**src/sv/rms_pkg.sv**
```systemverilog
package rms_pkg;

  typedef enum logic [2:0] {
    OP_TICK       = 3'd0,
    OP_HALL       = 3'd1,
    OP_MOVE_FWD   = 3'd2,
    OP_MOVE_BACK  = 3'd3,
    OP_STOP       = 3'd4,
    OP_CLEAR_ERR  = 3'd5
  } op_t;

  typedef enum logic [1:0] {
    ERR_NONE     = 2'd0,
    ERR_NO_SPEED = 2'd1,
    ERR_STUCK    = 2'd2
  } err_t;

  typedef enum logic [1:0] {
    MOTOR_STOPPED = 2'd0,
    MOTOR_FWD     = 2'd1,
    MOTOR_BACK    = 2'd2
  } motor_code_t;

  // internal run state, one-hot
  typedef enum logic [2:0] {
    RUN_STOP = 3'b001,
    RUN_FWD  = 3'b010,
    RUN_BACK = 3'b100
  } run_t;

  typedef enum logic [2:0] {
    REG_DEAD_TIME   = 3'd0,
    REG_STUCK_DELAY = 3'd1,
    REG_FWD_LIMIT   = 3'd2,
    REG_BACK_LIMIT  = 3'd3,
    REG_CUR_THRESH  = 3'd4,
    REG_FEATURES    = 3'd5
  } cfg_idx_t;

  localparam int CFG_BITS    = 16;
  localparam int SAMPLE_BITS = 10;
  localparam int FEAT_BITS   = 3;

  localparam logic [CFG_BITS-1:0]    DEAD_TIME_RST   = 16'd500;
  localparam logic [CFG_BITS-1:0]    STUCK_DELAY_RST = 16'd1000;
  localparam logic [CFG_BITS-1:0]    STEP_LIMIT_RST  = 16'd65535;
  localparam logic [SAMPLE_BITS-1:0] CUR_THRESH_RST  = 10'd300;
  localparam logic [FEAT_BITS-1:0]   FEATURES_RST    = 3'd7;

  localparam int FEAT_WATCHDOG = 0;
  localparam int FEAT_LIMITS   = 1;
  localparam int FEAT_STUCK    = 2;

endpackage

```
**src/sv/rms_if.sv**
```systemverilog
interface rms_in_if;
  logic                                valid;
  logic                                ready;
  rms_pkg::op_t                        opcode;
  logic [rms_pkg::SAMPLE_BITS-1:0]     current_sample;

  modport source(output valid, opcode, current_sample, input ready);
  modport sink(input valid, opcode, current_sample, output ready);
endinterface

interface rms_out_if #(parameter int STEP_BITS = 16);
  logic                  valid;
  logic                  ready;
  logic [1:0]            motor_state;
  logic [1:0]            error_code;
  logic [STEP_BITS-1:0]  step_count;
  logic                  forward_relay;
  logic                  reverse_relay;
  logic                  power_relays;
  logic                  current_present;

  modport source(output valid, motor_state, error_code, step_count, forward_relay,
                 reverse_relay, power_relays, current_present, input ready);
  modport sink(input valid, motor_state, error_code, step_count, forward_relay,
               reverse_relay, power_relays, current_present, output ready);
endinterface

interface rms_cfg_if;
  logic                             valid;
  logic                             ready;
  rms_pkg::cfg_idx_t                index;
  logic [rms_pkg::CFG_BITS-1:0]     data;

  modport source(output valid, index, data, input ready);
  modport sink(input valid, index, data, output ready);
endinterface

```
**src/sv/relay_motor_supervisor.sv**
```systemverilog
// path: an accepted input beat goes through the input register, then the state update
//   writes its result beat into the result register
// throughput: one item per cycle while the sink is ready; the state update is a single
//   pass of compare and saturating-increment logic, and a stalled sink holds the result
//   register and back-pressures the input; reset: rst_n synchronous active low; motor
//   stopped, no error, counters, timers and current history zero, configuration registers at their defaults
module relay_motor_supervisor #(
  parameter int HISTORY_LEN = 6,
  parameter int TIMER_BITS  = 16,
  parameter int STEP_BITS   = 16
) (
  input  logic        clk,
  input  logic        rst_n,
  rms_in_if.sink      in_ch,
  rms_out_if.source   out_ch,
  rms_cfg_if.sink     cfg_ch
);
  import rms_pkg::*;

  localparam int TCW = (TIMER_BITS > CFG_BITS) ? TIMER_BITS : CFG_BITS;
  localparam int SCW = (STEP_BITS > CFG_BITS) ? STEP_BITS : CFG_BITS;
  localparam int HCW = $clog2(HISTORY_LEN + 1);

  // configuration
  logic [CFG_BITS-1:0]    dead_time_r, stuck_delay_r, fwd_limit_r, back_limit_r;
  logic [SAMPLE_BITS-1:0] cur_thresh_r;
  logic [FEAT_BITS-1:0]   features_r;

  // input register
  logic                   item_v_r;
  op_t                    item_op_r;
  logic [SAMPLE_BITS-1:0] item_sample_r;

  // supervisor state
  run_t                   run_r, run_nxt;
  err_t                   fault_r, fault_nxt;
  logic [STEP_BITS-1:0]   steps_r, steps_nxt;
  logic                   pulse_seen_r, pulse_seen_nxt;
  logic [TIMER_BITS-1:0]  window_r, window_nxt;
  logic [TIMER_BITS-1:0]  since_stop_r, since_stop_nxt;
  logic [HISTORY_LEN-1:0] hist_r, hist_nxt;

  // result register
  logic                   out_v_r;

  logic                   adv;
  logic                   in_fire;
  logic [HISTORY_LEN:0]   hist_shift;
  logic [HCW-1:0]         hist_cnt;
  logic                   maj_nxt;

  assign adv       = item_v_r && (!out_v_r || out_ch.ready);
  assign in_ch.ready = !item_v_r || adv;
  assign in_fire   = in_ch.valid && in_ch.ready;
  assign cfg_ch.ready = 1'b1;
  assign out_ch.valid = out_v_r;

  always_comb begin
    run_nxt        = run_r;
    fault_nxt      = fault_r;
    steps_nxt      = steps_r;
    pulse_seen_nxt = pulse_seen_r;
    window_nxt     = window_r;
    since_stop_nxt = since_stop_r;
    hist_nxt       = hist_r;
    hist_shift     = {hist_r, (item_sample_r > cur_thresh_r)};
    hist_cnt       = HCW'($countones(hist_shift[HISTORY_LEN-1:0]));
    maj_nxt        = 1'b0;

    case (item_op_r)
      OP_TICK: begin
        hist_nxt = hist_shift[HISTORY_LEN-1:0];
        maj_nxt  = ({1'b0, hist_cnt, 1'b0} > (HCW + 2)'(HISTORY_LEN));
        if (run_r != RUN_STOP) begin
          if (window_r != '1) window_nxt = window_r + 1'b1;
          if (features_r[FEAT_WATCHDOG] &&
              (TCW'(window_nxt) > TCW'(dead_time_r))) begin
            window_nxt = '0;
            if (pulse_seen_r) begin
              pulse_seen_nxt = 1'b0;
            end else begin
              run_nxt        = RUN_STOP;
              since_stop_nxt = '0;
              fault_nxt      = ERR_NO_SPEED;
            end
          end
          // limit check sees the run state after a possible watchdog stop
          if (features_r[FEAT_LIMITS]) begin
            if ((run_nxt == RUN_FWD && SCW'(steps_r) >= SCW'(fwd_limit_r)) ||
                (run_nxt == RUN_BACK && SCW'(steps_r) >= SCW'(back_limit_r))) begin
              run_nxt        = RUN_STOP;
              since_stop_nxt = '0;
            end
          end
        end else begin
          if (since_stop_r != '1) since_stop_nxt = since_stop_r + 1'b1;
          if (features_r[FEAT_STUCK] && maj_nxt &&
              (TCW'(since_stop_nxt) > TCW'(stuck_delay_r))) begin
            fault_nxt = ERR_STUCK;
          end
        end
      end
      OP_HALL: begin
        if (run_r != RUN_STOP) begin
          if (steps_r != '1) steps_nxt = steps_r + 1'b1;
          pulse_seen_nxt = 1'b1;
        end
      end
      OP_MOVE_FWD, OP_MOVE_BACK: begin
        run_nxt        = (item_op_r == OP_MOVE_FWD) ? RUN_FWD : RUN_BACK;
        steps_nxt      = '0;
        window_nxt     = '0;
        pulse_seen_nxt = 1'b1;
      end
      OP_STOP: begin
        run_nxt        = RUN_STOP;
        since_stop_nxt = '0;
      end
      OP_CLEAR_ERR: fault_nxt = ERR_NONE;
      default: ;
    endcase
  end

  always_ff @(posedge clk) begin
    if (!rst_n) begin
      dead_time_r   <= DEAD_TIME_RST;
      stuck_delay_r <= STUCK_DELAY_RST;
      fwd_limit_r   <= STEP_LIMIT_RST;
      back_limit_r  <= STEP_LIMIT_RST;
      cur_thresh_r  <= CUR_THRESH_RST;
      features_r    <= FEATURES_RST;
    end else if (cfg_ch.valid) begin
      case (cfg_ch.index)
        REG_DEAD_TIME:   dead_time_r   <= cfg_ch.data;
        REG_STUCK_DELAY: stuck_delay_r <= cfg_ch.data;
        REG_FWD_LIMIT:   fwd_limit_r   <= cfg_ch.data;
        REG_BACK_LIMIT:  back_limit_r  <= cfg_ch.data;
        REG_CUR_THRESH:  cur_thresh_r  <= cfg_ch.data[SAMPLE_BITS-1:0];
        REG_FEATURES:    features_r    <= cfg_ch.data[FEAT_BITS-1:0];
        default: ;
      endcase
    end
  end

  always_ff @(posedge clk) begin
    if (!rst_n) begin
      item_v_r     <= 1'b0;
      out_v_r      <= 1'b0;
      run_r        <= RUN_STOP;
      fault_r      <= ERR_NONE;
      steps_r      <= '0;
      pulse_seen_r <= 1'b0;
      window_r     <= '0;
      since_stop_r <= '0;
      hist_r       <= '0;
    end else begin
      if (in_ch.ready) item_v_r <= in_ch.valid;
      if (adv) begin
        out_v_r      <= 1'b1;
        run_r        <= run_nxt;
        fault_r      <= fault_nxt;
        steps_r      <= steps_nxt;
        pulse_seen_r <= pulse_seen_nxt;
        window_r     <= window_nxt;
        since_stop_r <= since_stop_nxt;
        hist_r       <= hist_nxt;
      end else if (out_ch.ready) begin
        out_v_r <= 1'b0;
      end
    end
  end

  always_ff @(posedge clk) begin
    if (in_fire) begin
      item_op_r     <= in_ch.opcode;
      item_sample_r <= in_ch.current_sample;
    end
  end

  always_ff @(posedge clk) begin
    if (adv) begin
      case (run_nxt)
        RUN_FWD:  out_ch.motor_state <= MOTOR_FWD;
        RUN_BACK: out_ch.motor_state <= MOTOR_BACK;
        default:  out_ch.motor_state <= MOTOR_STOPPED;
      endcase
      out_ch.error_code      <= fault_nxt;
      out_ch.step_count      <= steps_nxt;
      out_ch.forward_relay   <= (run_nxt == RUN_FWD);
      out_ch.reverse_relay   <= (run_nxt == RUN_BACK);
      out_ch.power_relays    <= (run_nxt != RUN_STOP);
      out_ch.current_present <=
        ({1'b0, HCW'($countones(hist_nxt)), 1'b0} > (HCW + 2)'(HISTORY_LEN));
    end
  end

  a_run_onehot: assert property (@(posedge clk) disable iff (!rst_n) $onehot(run_r))
    else $error("run state lost its one-hot code");

  a_relays_exclusive: assert property (@(posedge clk) disable iff (!rst_n)
    out_v_r |-> !(out_ch.forward_relay && out_ch.reverse_relay))
    else $error("both direction relays energized");

  a_power_follows_dir: assert property (@(posedge clk) disable iff (!rst_n)
    out_v_r |-> (out_ch.power_relays == (out_ch.forward_relay || out_ch.reverse_relay)))
    else $error("power relays disagree with direction relays");

  a_stalled_result_kept: assert property (@(posedge clk) disable iff (!rst_n)
    (out_v_r && !out_ch.ready) |=> out_v_r)
    else $error("stalled result beat dropped");

  a_error_in_range: assert property (@(posedge clk) disable iff (!rst_n)
    (fault_r == ERR_NONE) || (fault_r == ERR_NO_SPEED) || (fault_r == ERR_STUCK))
    else $error("illegal fault code");

endmodule
```
**src/flat_wrapper.sv**
```systemverilog
// flat-port wrapper written by rule: the top's interface ports become plain ports
module relay_motor_supervisor_flat import rms_pkg::*;
#(
  parameter int HISTORY_LEN = 6,
  parameter int TIMER_BITS  = 16,
  parameter int STEP_BITS   = 16
)
  (clk, rst_n, in_ch_valid, in_ch_opcode, in_ch_current_sample, in_ch_ready, out_ch_valid, out_ch_motor_state, out_ch_error_code, out_ch_step_count, out_ch_forward_relay, out_ch_reverse_relay, out_ch_power_relays, out_ch_current_present, out_ch_ready, cfg_ch_valid, cfg_ch_index, cfg_ch_data, cfg_ch_ready);
  rms_in_if in_ch_i ();
  rms_out_if #(.STEP_BITS(STEP_BITS)) out_ch_i ();
  rms_cfg_if cfg_ch_i ();
  input  logic clk;
  input  logic rst_n;
  input wire logic [$bits(in_ch_i.valid)-1:0] in_ch_valid;
  input wire logic [$bits(in_ch_i.opcode)-1:0] in_ch_opcode;
  input wire logic [$bits(in_ch_i.current_sample)-1:0] in_ch_current_sample;
  output wire logic [$bits(in_ch_i.ready)-1:0] in_ch_ready;
  output wire logic [$bits(out_ch_i.valid)-1:0] out_ch_valid;
  output wire logic [$bits(out_ch_i.motor_state)-1:0] out_ch_motor_state;
  output wire logic [$bits(out_ch_i.error_code)-1:0] out_ch_error_code;
  output wire logic [$bits(out_ch_i.step_count)-1:0] out_ch_step_count;
  output wire logic [$bits(out_ch_i.forward_relay)-1:0] out_ch_forward_relay;
  output wire logic [$bits(out_ch_i.reverse_relay)-1:0] out_ch_reverse_relay;
  output wire logic [$bits(out_ch_i.power_relays)-1:0] out_ch_power_relays;
  output wire logic [$bits(out_ch_i.current_present)-1:0] out_ch_current_present;
  input wire logic [$bits(out_ch_i.ready)-1:0] out_ch_ready;
  input wire logic [$bits(cfg_ch_i.valid)-1:0] cfg_ch_valid;
  input wire logic [$bits(cfg_ch_i.index)-1:0] cfg_ch_index;
  input wire logic [$bits(cfg_ch_i.data)-1:0] cfg_ch_data;
  output wire logic [$bits(cfg_ch_i.ready)-1:0] cfg_ch_ready;
  assign in_ch_i.valid = in_ch_valid;
  assign in_ch_i.opcode = in_ch_opcode;
  assign in_ch_i.current_sample = in_ch_current_sample;
  assign in_ch_ready = in_ch_i.ready;
  assign out_ch_valid = out_ch_i.valid;
  assign out_ch_motor_state = out_ch_i.motor_state;
  assign out_ch_error_code = out_ch_i.error_code;
  assign out_ch_step_count = out_ch_i.step_count;
  assign out_ch_forward_relay = out_ch_i.forward_relay;
  assign out_ch_reverse_relay = out_ch_i.reverse_relay;
  assign out_ch_power_relays = out_ch_i.power_relays;
  assign out_ch_current_present = out_ch_i.current_present;
  assign out_ch_i.ready = out_ch_ready;
  assign cfg_ch_i.valid = cfg_ch_valid;
  assign cfg_ch_i.index = cfg_ch_index;
  assign cfg_ch_i.data = cfg_ch_data;
  assign cfg_ch_ready = cfg_ch_i.ready;
  relay_motor_supervisor #(.HISTORY_LEN(HISTORY_LEN), .TIMER_BITS(TIMER_BITS), .STEP_BITS(STEP_BITS)) u_core (.clk(clk), .rst_n(rst_n), .in_ch(in_ch_i), .out_ch(out_ch_i), .cfg_ch(cfg_ch_i));
endmodule
```
**config.mk**
```make
export PLATFORM = sky130hd
export DESIGN_NAME = relay_motor_supervisor_flat
export DESIGN_NICKNAME = d
export VERILOG_FILES = /design/src/sv/rms_pkg.sv /design/src/sv/rms_if.sv /design/src/sv/relay_motor_supervisor.sv /design/src/flat_wrapper.sv
export SDC_FILE = /design/constraint.sdc
export NUM_CORES = 1
export LEC_CHECK = 0
export BUFFER_PORTS_ARGS = -buffer_cell sky130_fd_sc_hd__clkbuf_2
export CAP_MARGIN = 10
export CORE_MARGIN = 4
export CORE_UTILIZATION = 50
export DETAILED_ROUTE_END_ITERATION = 16
export HOLD_SLACK_MARGIN = 0.02
export MAX_ROUTING_LAYER = met4
export PLACE_DENSITY = 0.74
export SYNTH_ARGS = -nofsm -noshare
export SYNTH_HDL_FRONTEND = slang
export SYNTH_SLANG_ARGS = --single-unit
```
**constraint.sdc**
```tcl
create_clock -name clk -period 4.6 [get_ports clk]
set_input_delay 0.69 -clock clk [delete_from_list [all_inputs] [get_ports clk]]
set_output_delay 0.69 -clock clk [all_outputs]
set_load 0.03 [all_outputs]
```
==> out/qor.yml <==
setup_viol: 0
ios: 64
slew_headroom_pct: 21.7
numClockSinks: 175
synth_xor_xnor_area_share_pct: 2.38
critPathArrivalTime_ns: 4.46
seq_area_um2: 3860
vias: 8568
die_w_um: 149
drt-total-wl_um: 24400
synth-async-reset-ratio_pct: 0
mostFrequentLayoutCell: "nand2_1"
crit_type: "flop to flop"
layout.nets: 1350
dp_cells: 1472
cts_setup_buffers: 0
initial_core_util_pct: 50.9
cts_root_buf: "clkbuf_16"
synthFlopType: "dfxtp_1"
fin_crit_sh_pct: 91.8
dr.first_iter.drc_count: 885
slew_violations: 0
grt_overflow: 0
syn_nets: 1314
synth_seq_area_share_pct: 38.9
synth_top_family_by_area: "simple AND/OR/NAND/NOR gates"
clk_latency_ns: 0.44
die_h_um: 149
power_density_nw_per_um2: 309
synth-seq-cells: 175
synth_warnings: 0
ant_nets: 0
clockBufferDepth: 2
cts_hold_buf: 0
synth_compound_area_share_pct: 19.1
p_leak_nw: 4.64
grt_pass1_vias: 8017
clk_pin_slew_ns: 0.07
finalHoldViolCount: 0
fin_skew_ns: 0.0139
wire_per_inst_um: 16.2
cp-start-kind: "flop"
syn_area_um2: 9930
crit_required_ns: 4.84
rsz0062_at_grt: "no"
coreArea_um2: 19500
syn2layout_area_growth_pct: 10.9
num-fill-cells: 1793
status: "finished clean"
synth_mux_area_share_pct: 1.54
synth_edf_count: 36
synth_cell_type_count: 72
routabilityCongestion: 0.903
cts_tree: "done"
drc: 0
yosys.area_share.simple_pct: 20.7
synth_cells: 1190
crit_fanout: 13
max_freq_ghz: 0.237
h-tree-depth: 4
yosys.area_share.adder_pct: 11.1
crit_slowest_cell: "dfxtp_1"
io_buffers: 62
critPathCaptureType: "flop"
cts_inserted_buffers: 17
rows: 51
fin_crit_ns: 4.22
antenna_found_initial: 0
postCtsResizedCells: 0
vias_per_cell: 5.70
hpwlAfterDp_um: 17200
tns_ns: 0
crit_chain: "and3_1 -> and3_1 -> and4_1 -> nand2_1 -> or3_1 -> mux2_2 -> ha_1 -> nand4_1 -> o41ai_1 -> or2_2 -> a31o_2 -> buf_4 -> nor2b_1 -> a21oi_1 -> o41ai_1"
grtUsageTotal_pct: 23.0
final_cell_mix: "214 x nand2_1, 139 x dfxtp_1, 101 x a21oi_1, 86 x inv_1, 85 x ha_1"
grt_pass1_wl_um: 40100
die-area_um2: 22200
worst_pin_slew_ns: 1.17
grt_max_degree: 71
instances_no_fill: 1504
drt_pass1_iterations: 5
critPathMaxStageDelay_ns: 0.47
antenna_cells: 0
multi_input_area_um2: 5470
synth_area_per_cell_um2: 8.35
maxCapViolCount: 0
ir_worst_vdd_uv: 276
drive_gt1_share_pct: 11.1
hp-class: "input port to flop"
power breakdown:
group / internal (mW) / switching [mW] / leakage, nW
Combinational: 0.0806 / 0.181 / 2.86
Sequential: 1.61 / 0.0274 / 1.47
Clock: 0.880 / 0.625 / 0.302
Total: 2.57 / 0.833 / 4.64
worst max-delay path: cells and delay by family (launching register included):
family          cells  cell delay [ns]
simple gates        8             1.70
compound gates      4             1.06
flops               1             0.47
mux                 1             0.30
fa+ha+maj           1             0.30
buf+inv             1             0.20
registers in the layout (all words and copies together) (netlist names), 10 cells and up:
| signal | cells |
|---|---|
| u_core.back_limit_r | 16 |
| u_core.dead_time_r | 16 |
| u_core.fwd_limit_r | 16 |
| u_core.out_ch.step_count | 16 |
| u_core.since_stop_r | 16 |
| u_core.steps_r | 16 |
| u_core.stuck_delay_r | 16 |
| u_core.window_r | 16 |
| u_core.cur_thresh_r | 10 |
| u_core.item_sample_r | 10 |
synthesized netlist by cell type (7+ instances only):
cell type	instances	area (um2)
a211oi_1	9	67.6
a21o_1	12	90.1
a21oi_1	101	505
a22oi_1	7	52.6
a31oi_1	15	93.8
a41oi_1	8	70.1
and2_1	17	106
clkbuf_1	45	169
dfxtp_1	139	2780
edfxtp_1	36	1080
ha_1	85	1060
inv_1	86	323
mux2_2	10	113
nand2_1	214	803
nand2b_1	11	68.8
nand3_1	36	180
nand4_1	24	150
nor2_1	65	244
nor2b_1	12	75.1
nor3_1	25	125
o211ai_1	54	405
o21a_1	8	60.1
o21ai_0	43	215
o31ai_1	8	60.1
or3_1	10	62.6
xnor2_1	20	175
xor2_1	7	61.3
through the flow:
step	util, %	worst slack [ns]	total power, mW	hold slack, ns	instance area [um2]
5_1_grt	56.4	0.0511	3.52	0.417	11000
2_1_floorplan	-	0.866	1.83	0.431	9930
3_5_place_dp	53.2	0.435	1.93	0.450	10400
4_1_cts	56.4	0.392	3.42	0.422	11000
3_3_place_gp	53.2	0.570	1.92	0.440	10400
6_report	56.4	0.377	3.40	0.432	11000
worst paths after layout:
kind	startpoint	endpoint	slack (ns)	depth (start not counted)
setup / recovery	u_core.window_r[4]$_SDFFE_PN0P_	u_core.out_ch.power_relays$_DFFE_PP_	0.38	15
hold / removal	in_ch_current_sample[1]	u_core.item_sample_r[1]$_DFFE_PP_	0.43	1
setup reg to reg	u_core.window_r[4]$_SDFFE_PN0P_	u_core.out_ch.power_relays$_DFFE_PP_	0.38	15
hold reg to reg	u_core.dead_time_r[3]$_SDFFE_PN0P_	u_core.dead_time_r[3]$_SDFFE_PN0P_	0.46	2
cells by family (layout without fill, tap and decap cells):
kind of cell | after synthesis | count (layout)
flip-flops | 175 | 175
AO/OA/AOI/OAI | 297 | 297
AND/OR/NAND/NOR | 444 | 444
multiplexers | 14 | 14
XOR/XNOR | 27 | 27
buffers and inverters | 145 | 194
other | 1 | 1
adder cells (fa/ha/maj) | 87 | 87
layer usage:
layer  vias up  share of wire, %  global-route usage [%]
li1       4291                 -                       -
met1      3990                46                    30.6
met2       250                45                    35.1
met3        37               6.2                    4.65
met4         0               2.4                    7.78
met5         -                 0                       -
cell type report:
type | instances | area share [%]
clock inverters | 11 | 1.16
inverters | 87 | 2.96
multi-input cells | 870 | 49.6
flip-flops and latches | 175 | 35.1
well taps | 265 | 3.01
clock buffers | 21 | 4.46
repair buffers | 75 | 3.70
Power figures use the tool's default switching activity.
